`src/sv/vcm_pkg.sv`:
```
package vcm_pkg;

  localparam int VALUE_BITS_DEF = 24;
  localparam int COLOR_BITS     = 24;
  localparam int CH_BITS        = 8;
  localparam int RES_BITS       = 11;
  localparam int LANES          = 3;
  localparam int IDX_BITS       = 3;

  localparam logic [1:0] MODE_SPECTRUM = 2'd0;
  localparam logic [1:0] MODE_GRAY     = 2'd1;
  localparam logic [1:0] MODE_GRADIENT = 2'd2;

  localparam logic [IDX_BITS-1:0] REG_MODE        = 3'd0;
  localparam logic [IDX_BITS-1:0] REG_RANGE_LOW   = 3'd1;
  localparam logic [IDX_BITS-1:0] REG_RANGE_HIGH  = 3'd2;
  localparam logic [IDX_BITS-1:0] REG_COLOR_START = 3'd3;
  localparam logic [IDX_BITS-1:0] REG_COLOR_END   = 3'd4;

  localparam logic [RES_BITS-1:0] SPEC_TOP = 11'h5F9;
  localparam logic [RES_BITS-1:0] GRAY_TOP = 11'h0FF;

  localparam logic [RES_BITS-1:0] SEG_1 = 11'h0FF;
  localparam logic [RES_BITS-1:0] SEG_2 = 11'h1FE;
  localparam logic [RES_BITS-1:0] SEG_3 = 11'h2FD;
  localparam logic [RES_BITS-1:0] SEG_4 = 11'h3FC;
  localparam logic [RES_BITS-1:0] SEG_5 = 11'h4FB;

  localparam logic [COLOR_BITS-1:0] HUE_0 = 24'hFF00FE;
  localparam logic [COLOR_BITS-1:0] HUE_1 = 24'hFF0100;
  localparam logic [COLOR_BITS-1:0] HUE_2 = 24'hFEFF00;
  localparam logic [COLOR_BITS-1:0] HUE_3 = 24'h00FF01;
  localparam logic [COLOR_BITS-1:0] HUE_4 = 24'h00FEFF;
  localparam logic [COLOR_BITS-1:0] HUE_5 = 24'h0100FF;

  typedef struct packed {
    logic [RES_BITS-1:0] nlo;
    logic [RES_BITS-1:0] nhi;
    logic [RES_BITS-1:0] mag;
    logic                neg;
  } lane_t;

  typedef struct packed {
    logic oor;
    logic at_hi;
    logic at_lo;
  } tag_t;

  function automatic logic [COLOR_BITS-1:0] spectrum(input logic [RES_BITS-1:0] c);
    logic [COLOR_BITS-1:0] u;
    logic [COLOR_BITS-1:0] res;
    u = COLOR_BITS'(c);
    priority if (c < SEG_1) begin
      res = HUE_0 - u;
    end else if (c < SEG_2) begin
      res = HUE_1 + ((u - COLOR_BITS'(SEG_1)) << 8);
    end else if (c < SEG_3) begin
      res = HUE_2 - ((u - COLOR_BITS'(SEG_2)) << 16);
    end else if (c < SEG_4) begin
      res = HUE_3 + (u - COLOR_BITS'(SEG_3));
    end else if (c < SEG_5) begin
      res = HUE_4 - ((u - COLOR_BITS'(SEG_4)) << 8);
    end else begin
      res = HUE_5 + ((u - COLOR_BITS'(SEG_5)) << 16);
    end
    return res;
  endfunction

endpackage

```
`src/sv/vcm_back.sv`:
```
module vcm_back (
  input  logic                                              clk,
  input  logic                                              rst,
  input  logic                                              adv,
  input  logic                                              in_valid,
  input  vcm_pkg::tag_t                                     in_tag,
  input  logic [vcm_pkg::LANES-1:0][vcm_pkg::RES_BITS-1:0]  quo,
  input  logic [1:0]                                        mode,
  input  vcm_pkg::lane_t [vcm_pkg::LANES-1:0]               lane,
  output logic                                              out_valid,
  output logic [vcm_pkg::COLOR_BITS-1:0]                    rgb,
  output logic                                              oor
);

  localparam int NL = vcm_pkg::LANES;
  localparam int RB = vcm_pkg::RES_BITS;
  localparam int CH = vcm_pkg::CH_BITS;

  logic                  res_valid;
  logic                  res_oor;
  logic [NL-1:0][RB-1:0] res;
  logic [NL-1:0][RB-1:0] res_next;

  always_comb begin
    for (int l = 0; l < NL; l++) begin
      priority if (in_tag.at_hi) begin
        res_next[l] = lane[l].nhi;
      end else if (in_tag.at_lo) begin
        res_next[l] = lane[l].nlo;
      end else if (lane[l].neg) begin
        res_next[l] = lane[l].nlo - quo[l];
      end else begin
        res_next[l] = lane[l].nlo + quo[l];
      end
    end
  end

  always_ff @(posedge clk) begin
    if (rst) begin
      res_valid <= 1'b0;
      out_valid <= 1'b0;
    end else if (adv) begin
      res_valid <= in_valid;
      out_valid <= res_valid;
    end
  end

  always_ff @(posedge clk) begin
    if (adv) begin
      res     <= res_next;
      res_oor <= in_tag.oor;
      oor     <= res_oor;
      unique case (mode)
        vcm_pkg::MODE_SPECTRUM: rgb <= vcm_pkg::spectrum(res[0]);
        vcm_pkg::MODE_GRAY:     rgb <= {res[0][CH-1:0], res[0][CH-1:0], res[0][CH-1:0]};
        vcm_pkg::MODE_GRADIENT: rgb <= {res[0][CH-1:0], res[1][CH-1:0], res[2][CH-1:0]};
        default:                rgb <= '0;
      endcase
    end
  end

endmodule

```
`config.mk`:
```
export PLATFORM = sky130hd
export DESIGN_NAME = vcm_back
export DESIGN_NICKNAME = d
export VERILOG_FILES = /design/src/sv/vcm_pkg.sv /design/src/sv/vcm_back.sv
export SDC_FILE = /design/constraint.sdc
export NUM_CORES = 1
export LEC_CHECK = 0
export ABC_AREA = 1
export BUFFER_PORTS_ARGS = -buffer_cell sky130_fd_sc_hd__buf_2
export CORE_ASPECT_RATIO = 0.7
export CORE_UTILIZATION = 44
export DETAILED_ROUTE_END_ITERATION = 8
export PLACE_DENSITY = 0.74
export SLEW_MARGIN = 20
export SYNTH_ARGS = -nofsm -noshare
export SYNTH_HDL_FRONTEND = slang
export SYNTH_SLANG_ARGS = --single-unit
```
`constraint.sdc`:
```
create_clock -name clk -period 3.5 [get_ports clk]
set_input_delay 0.175 -clock clk [delete_from_list [all_inputs] [get_ports clk]]
set_output_delay 0.175 -clock clk [all_outputs]
set_load 0.01 [all_outputs]
```
==> flow_summary.ini, run 1 <==
[critical_path]
worstSetupPathType = register to register
worstPathArrival_ps = 2820
crit_fanout = 10
startpoint_type = register
worst_ep_required_time_ps = 3550
end_kind = register

[route]
first_pass_iters = 5
wire_per_inst_um = 14.3
wl_mm = 18.6
final_antenna_net_count = 0
remaining_drc_errors = 0
drtIter0Drc = 717
vias_per_cell = 5.28
vias = 6865

[synthesis]
syn_inst = 1003
synth_nets = 1188
ys_types = 51
yosysWarningCount = 0
synth_seq_cells = 55
ys_seq_area_share_pct = 25.1
postSynthAreaPerCell_um2 = 6.48
synth_area_um2 = 6500

[floorplan]
coreArea_um2 = 14200
die_h_um = 104
initial_utilization_pct = 45.8
dieArea_um2 = 15300
io_pins = 170
die_w_um = 147
std_cell_rows = 36

[placement]
gp_congestion = 0.995
port_buffers = 118
placed_cells_incl_taps = 1292
post-dp-hpwl_mm = 15.0

[grt]
grt_pass1_wl_mm = 30.1
grt_max_degree = 43
grt_pass1_vias = 6079
track_usage_pct = 24.4
grtUsageMet1_pct = 38.1
grt_overflow_total = 0
gr-usage-met2_pct = 35.6
grt_antenna_before_repair = 0
gr-usage-met3_pct = 3.66
grt_busiest_layer = met1

[final_layout]
nets = 1294
instances_no_fill = 1300
fillers = 1429
multiInputGateArea_um2 = 4210
syn_to_final_growth_pct = 13.9
regArea_um2 = 1630
num_antenna_cells = 0
drive_gt1_share_pct = 18.6

[clocking]
clk_latency_ps = 300
clk_path_buf_depth = 2
clkSinkCount = 55
cts_buffers = 5
postCtsHoldBufs = 0
cts_root_buf = clkbuf_16
cts_tree = built
clkSlewWorstSetupHoldPaths_ps = 80
htreeDepth = 2
post_cts_buffers = 0
post_cts_resize_count = 0

[power]
vdd.ir_drop.worst_uv = 221
power.density_nw_per_um2 = 352
p_leak_nw = 3.76

[timing]
final_max_slew_viol_count = 0
whs_ps = 44.3
fin_crit_sh_pct = 79.2
setup_viol = 0
fin_worst_skew_ps = 7.86
rsz0062_at_grt = false
fin_tns_setup_ps = 0
period_needed_ps = 2770
hold_violations = 0
fmax_mhz = 361
relSlewSlack_pct = 38.4
tightest_slew_ps = 923

[run]
cap_violations = 0

[status]
status = finished clean

[min_path]
min_path_type = input port to register
[synthesized netlist by cell type, drive strengths merged]
master / number / area (um2)
edfxtp: 53 / 1590
nor3: 15 / 80.1
nand4: 8 / 56.3
dfxtp: 2 / 40.0
ha: 38 / 475
o21bai: 2 / 15.0
nor2: 91 / 408
clkbuf: 16 / 61.3
a21o: 4 / 30.0
o221ai: 4 / 35.0
a21boi: 1 / 11.3
xor2: 36 / 342
inv: 133 / 502
clkinv: 1 / 3.75
a211oi: 1 / 7.51
or2: 4 / 25.0
and2: 1 / 6.26
nor4: 1 / 6.26
nand3: 73 / 390
a31oi: 10 / 62.6
o21ai: 81 / 424
nand3b: 1 / 7.51
o31ai: 1 / 7.51
xnor2: 7 / 61.3
nand2: 322 / 1270
a22oi: 2 / 15.0
a21oi: 74 / 374
nor2b: 1 / 8.76
fa: 3 / 60.1
buf: 13 / 91.3
o211ai: 4 / 30.0
[worst paths after layout]
kind	startpoint	slack [ps]	endpoint	cells after the start
hold / removal	rst	40	out_valid	2
setup / recovery	res[2]	730	rgb[17]	12
hold reg to reg	res_oor	420	oor	0
setup reg to reg	res[2]	730	rgb[17]	12
[metal layers]
| layer | vias to the layer above | part of all wire, % | wire length (um) |
|---|---|---|---|
| met3 | 18 | 10 | 1920 |
| met1 | 3052 | 48 | 9000 |
| met2 | 309 | 40 | 7490 |
| li1 | 3486 | - | - |
| met4 | 0 | 0.90 | 167 |
| met5 | - | 0 | 0 |
[area by class of cell]
class	count	share of cell area, %
clock buffer	5	1.69
clock inverter	3	0.372
inverter	134	6.83
multi-input combinational	785	56.9
sequential	55	22.0
tap	190	3.21
timing repair buffer	128	8.99
[kinds of logic after synthesis]
kind of cell	Yosys count	synth area share, %
buffers and inverters	163	10.1
AND/OR/NAND/NOR	517	34.8
XOR/XNOR	43	6.20
adder cells (fa/ha/maj)	41	8.24
AO/OA/AOI/OAI	184	15.6
flip-flops	55	25.1
[power by group]
group	switching (mW)	internal, mW	total (mW)
clock	0.246	0.273	0.519
sequential	0.0608	0.812	0.873
combinational	0.790	0.423	1.21
[worst max-delay path, stage by stage, from the launching register on]
cell and delay [ps]:
edfxtp_1 570, inv_2 280, ha_1 260, nand2_1 120, nand2_2 150, nand3_1 90, nand2_1 260, nor2_1 110
buf_4 200, nand2_1 70, o211ai_1 80, a21oi_1 240, o21ai_1 100
[state kept, by name, summed over array words and instances (netlist names)]
| signal | cells |
|---|---|
| out_valid | 1 |
| oor | 1 |
| res_oor | 1 |
| res | 27 |
| rgb | 24 |
| res_valid | 1 |
[layout by cell type, fill, tap and decap left out, types with 2 or more instances in the layout]
cell type and count:
xor2_1 34, a31oi_1 10, fa_1 3, nor2_4 2, o21ai_2 2, nand2_4 4, buf_2 118, ha_1 38
buf_4 10, nand3_1 68, clkbuf_16 5, nor2_2 14, a22oi_1 2, nor2_1 74, o221ai_1 4, edfxtp_1 53
nand4_1 7, nand3_2 5, a21oi_1 73, o21ai_1 8, nor3_1 14, a21o_1 4, dfxtp_1 2, o21bai_1 2
or2_2 3, inv_2 16, nand2_2 14, inv_1 116, nand2_1 304, o211ai_1 4, xnor2_1 7, o21ai_0 70
[through the flow]
stage / cell area [um2] / worst slack [ps] / utilization, % / power (mW)
3_3_place_gp: 7250 / 696 / 51.1 / 2.06
3_5_place_dp: 7250 / 658 / 51.1 / 2.07
5_1_grt: 7410 / 540 / 52.2 / 2.79
4_1_cts: 7410 / 818 / 52.2 / 2.59
6_report: 7410 / 730 / 52.2 / 2.60
2_1_floorplan: 6500 / 1110 / - / 1.72
No activity file was read; power rests on OpenSTA's default activity.
==> run 2: changes to the inputs <==
==> constraint.sdc (replaced) <==
create_clock -name clk -period 2.6 [get_ports clk]
set_input_delay 0.13 -clock clk [delete_from_list [all_inputs] [get_ports clk]]
set_output_delay 0.13 -clock clk [all_outputs]
set_load 0.01 [all_outputs]
==> flow_summary.ini, run 2 (synthesis results as in run 1) <==
[route]
vias_per_cell = 5.26
remaining_drc_errors = 0
wl_mm = 19.4
final_antenna_net_count = 0
vias = 7063
drtIter0Drc = 688
wire_per_inst_um = 14.5
first_pass_iters = 6

[clocking]
clkSinkCount = 55
cts_buffers = 5
clkSlewWorstSetupHoldPaths_ps = 70
cts_root_buf = clkbuf_16
htreeDepth = 2
clk_latency_ps = 300
cts_tree = built
clk_path_buf_depth = 2

[critical_path]
end_kind = register
worstPathArrival_ps = 2490
crit_fanout = 8
worstSetupPathType = register to register
worst_ep_required_time_ps = 2660
startpoint_type = register

[timing]
layout_setup_ws_ps = 170
fin_crit_sh_pct = 93.4
setup_viol = 0
relSlewSlack_pct = 48.0
final_max_slew_viol_count = 0
fin_tns_setup_ps = 0
fmax_mhz = 412
hold_violations = 0
fin_worst_skew_ps = 8.28
tightest_slew_ps = 780
period_needed_ps = 2430

[grt]
grt_antenna_before_repair = 0
grt_pass1_vias = 6256
grt_max_degree = 57
grt_overflow_total = 0
grt_pass1_wl_mm = 31.1
track_usage_pct = 25.4

[final_layout]
nets = 1337
final_common_cell = nand2_1
final_cell_mix = nand2_1, buf_2, inv_1
largest_register_ffs = 27
drive_gt1_share_pct = 22.9
fin_util_pct = 55.1
top_regs = res: 27 flops, rgb: 24 flops
syn_to_final_growth_pct = 20.2
num_antenna_cells = 0
top_register = res

[power]
p_leak_nw = 3.97
vdd.ir_drop.worst_uv = 252
power.density_nw_per_um2 = 467

[floorplan]
die_h_um = 104
coreArea_um2 = 14200
die_w_um = 147
dieArea_um2 = 15300
io_pins = 170
std_cell_rows = 36
initial_utilization_pct = 45.8

[min_path]
min_path_type = input port to register

[placement]
dp_slack_ps = -85.2
port_buffers = 118
post-dp-hpwl_mm = 16.0
gp_congestion = 1.00

[status]
status = finished clean

[run]
cap_violations = 0
run 2: final cells by class:
cell class	count	area, um2
clock buffers	5	125
repair buffers	171	995
inverters	134	505
fillers	1406	6370
clock inverters	3	25.0
flip-flops and latches	55	1630
multi-input cells	785	4300
well taps	190	238
run 2: path summary, 6_finish.rpt:
path	depth (start not counted)	endpoint	start	slack, ps
worst min-delay path	1	res_oor	in_tag[2]	10
worst max-delay path	14	rgb[18]	res[1]	170
worst min register to register	0	oor	res_oor	430
worst max register to register	14	rgb[18]	res[1]	170
run 2: worst max-delay path, stage by stage (launching register included):
cell,delay [ps]
edfxtp_1,390
buf_4,210
ha_1,250
nand2_1,120
nand2_2,120
nand3_1,100
nand2_1,170
nor2_2,170
nand4_2,150
nand2_1,80
o21ai_0,170
nand2_1,110
nand2_1,50
nand2_1,50
nand2_1,40
run 2: stage by stage:
step | std cells | total power [mW] | hold slack [ps] | area [um2]
floorplan | 1003 | 2.32 | 199 | 6500
global placement | 1331 | 2.88 | 307 | 7550
detailed placement | 1331 | 2.90 | 309 | 7550
CTS | 1340 | 3.59 | 9.36 | 7710
global route | 1343 | 3.91 | 7.59 | 7820
finish | 1343 | 3.65 | 9.58 | 7820
run 2: layer usage:
| layer | part of all wire (%) | wire (um) | up-vias | GRT usage, % |
|---|---|---|---|---|
| met5 | 0 | 0 | - | 0 |
| met4 | 1.7 | 334 | 0 | 5.82 |
| met3 | 10 | 1970 | 38 | 4.54 |
| met2 | 40 | 7720 | 318 | 35.6 |
| met1 | 48 | 9400 | 3128 | 39.6 |
| li1 | - | - | 3579 | - |
run 2: repair_timing:
| item | CTS | global route |
|---|---|---|
| resized for setup | 0 | 22 |
| setup buffers | 0 | 3 |
| endpoints found under the hold margin | 2 | 0 |
| setup endpoints to repair | 0 | 12 |
| hold buffers | 1 | 0 |
run 2: power breakdown:
part	internal (mW)	switching [mW]
logic	0.677	1.13
clock network	0.364	0.319
registers	1.09	0.0655
total	2.13	1.52
==> run 3: changes to the inputs <==
--- a/config.mk
+++ b/config.mk
@@ -7,10 +7,13 @@
 export LEC_CHECK = 0
 export ABC_AREA = 1
 export BUFFER_PORTS_ARGS = -buffer_cell sky130_fd_sc_hd__buf_2
+export CAP_MARGIN = 20
 export CORE_ASPECT_RATIO = 0.7
 export CORE_UTILIZATION = 44
 export DETAILED_ROUTE_END_ITERATION = 8
 export PLACE_DENSITY = 0.74
+export SETUP_SLACK_MARGIN = 0.4
+export SKIP_CTS_REPAIR_TIMING = 1
 export SLEW_MARGIN = 20
 export SYNTH_ARGS = -nofsm -noshare
 export SYNTH_HDL_FRONTEND = slang
==> flow_summary.ini, run 3 (synthesis results as in run 1) <==
[status]
status = finished clean

[timing]
final_max_slew_viol_count = 0
fin_worst_skew_ps = 8.00
layout_setup_ws_ps = 231
fin_crit_sh_pct = 91.1
period_needed_ps = 2370
rsz0062_at_grt = true
fmax_mhz = 422
setup_viol = 0
hold_violations = 0
whs_ps = 66.4
fin_tns_setup_ps = 0
tightest_slew_ps = 688
relSlewSlack_pct = 54.1

[route]
drtIter0Drc = 701
wire_per_inst_um = 15.2
final_antenna_net_count = 0
first_pass_iters = 6
remaining_drc_errors = 0
vias = 7313
vias_per_cell = 5.28
wl_mm = 21.0

[floorplan]
die_w_um = 147
initial_utilization_pct = 45.8
die_h_um = 104
std_cell_rows = 36
dieArea_um2 = 15300
coreArea_um2 = 14200
io_pins = 170

[placement]
post-dp-hpwl_mm = 16.3
gp_congestion = 0.990
postPlaceCellArea_um2 = 7800
dp_slack_ps = 10.7
port_buffers = 118

[critical_path]
cp_slowest_cell = edfxtp_1
crit_top_cell = nand2_1
crit_fanout = 4
crit_chain = buf_6 -> inv_4 -> ha_2 -> nand2_4 -> nor2_4 -> nand2_1 -> nor2_1 -> nand2_1 -> xor2_1 -> nand2_1 -> nand2_1 -> nand2_1 -> nand2_1 -> nand2_1 -> nand2_1 -> nand2_1
worst-path-buf-inv = 2
startpoint_type = register
worstPathArrival_ps = 2430
end_kind = register
slowest_delay_ps = 470
critical_path.top_delay_family = simple AND/OR/NAND/NOR gates
worst_ep_required_time_ps = 2670
worstSetupPathType = register to register

[final_layout]
top_regs = res: 27 flops, rgb: 24 flops
top_register = res
final_cell_mix = nand2_1, buf_2, inv_1
fin_area_um2 = 8710
nets = 1378
num_antenna_cells = 0
syn_to_final_growth_pct = 33.9
largest_register_ffs = 27
fillers = 1273
final_common_cell = nand2_1
drive_gt1_share_pct = 32.6

[min_path]
min_path_type = input port to register

[clocking]
cts_buffers = 5
htreeDepth = 2
clkSinkCount = 55
cts_root_buf = clkbuf_16
clk_path_buf_depth = 2
clkSlewWorstSetupHoldPaths_ps = 80
cts_tree = built
clk_latency_ps = 300

[grt]
grt_antenna_before_repair = 0
grt_max_degree = 57
grt_pass1_vias = 6318
grt_pass1_wl_mm = 31.4
grt_overflow_total = 0
track_usage_pct = 25.8

[power]
vdd.ir_drop.worst_uv = 268
p_total_mw = 4.01
power.density_nw_per_um2 = 461
p_leak_nw = 4.28

[run]
cap_violations = 0
[run 3: cell types whose count changed in the layout (fill, tap and decap cells not counted), sizes merged]
cell	before	now
buf	170	210
dlygate4sd3	1	2
[run 3: cell type report]
| type | count | area, um2 | area share (%) |
|---|---|---|---|
| multi-input combinational | 785 | 4810 | 55.3 |
| sequential | 55 | 1630 | 18.7 |
| timing repair buffer | 212 | 1340 | 15.4 |
| inverter | 134 | 533 | 6.12 |
| tap | 190 | 238 | 2.73 |
| clock buffer | 5 | 125 | 1.44 |
| clock inverter | 3 | 25.0 | 0.287 |
[run 3: worst reg2reg max path, delay by kind of cell, from the launching register on]
| family | cells | cell delay [ps] |
|---|---|---|
| simple gates | 12 | 970 |
| flops | 1 | 470 |
| buf+inv | 2 | 250 |
| xor+xnor | 1 | 230 |
| fa+ha+maj | 1 | 210 |
[run 3: worst paths after layout]
kind,start,endpoint,slack [ps],cells after the start
min,in_valid,res_valid,70,3
max reg2reg,res[2],rgb[16],230,16
max,res[2],rgb[16],230,16
min reg2reg,res_oor,oor,430,0
[run 3: power by group]
group          switching, mW  total [mW]  internal [mW]  leakage [nW]
sequential            0.0558        1.15           1.09         0.543
combinational           1.31        2.17          0.855          3.67
clock                  0.332       0.697          0.365        0.0708
[run 3: layer usage]
metal	up-vias	global-route usage [%]	share of wire, %
met1	3257	39.6	47
met4	0	5.38	1.1
met3	26	3.88	9.2
met2	374	37.6	43
li1	3656	-	-
met5	-	0	0
[run 3: metrics by stage]
stage / cells / utilization, %
finish: 1384 / 61.4
global placement: 1358 / 55.0
global route: 1384 / 61.4
CTS: 1366 / 56.0
floorplan: 1003 / -
detailed placement: 1358 / 55.0
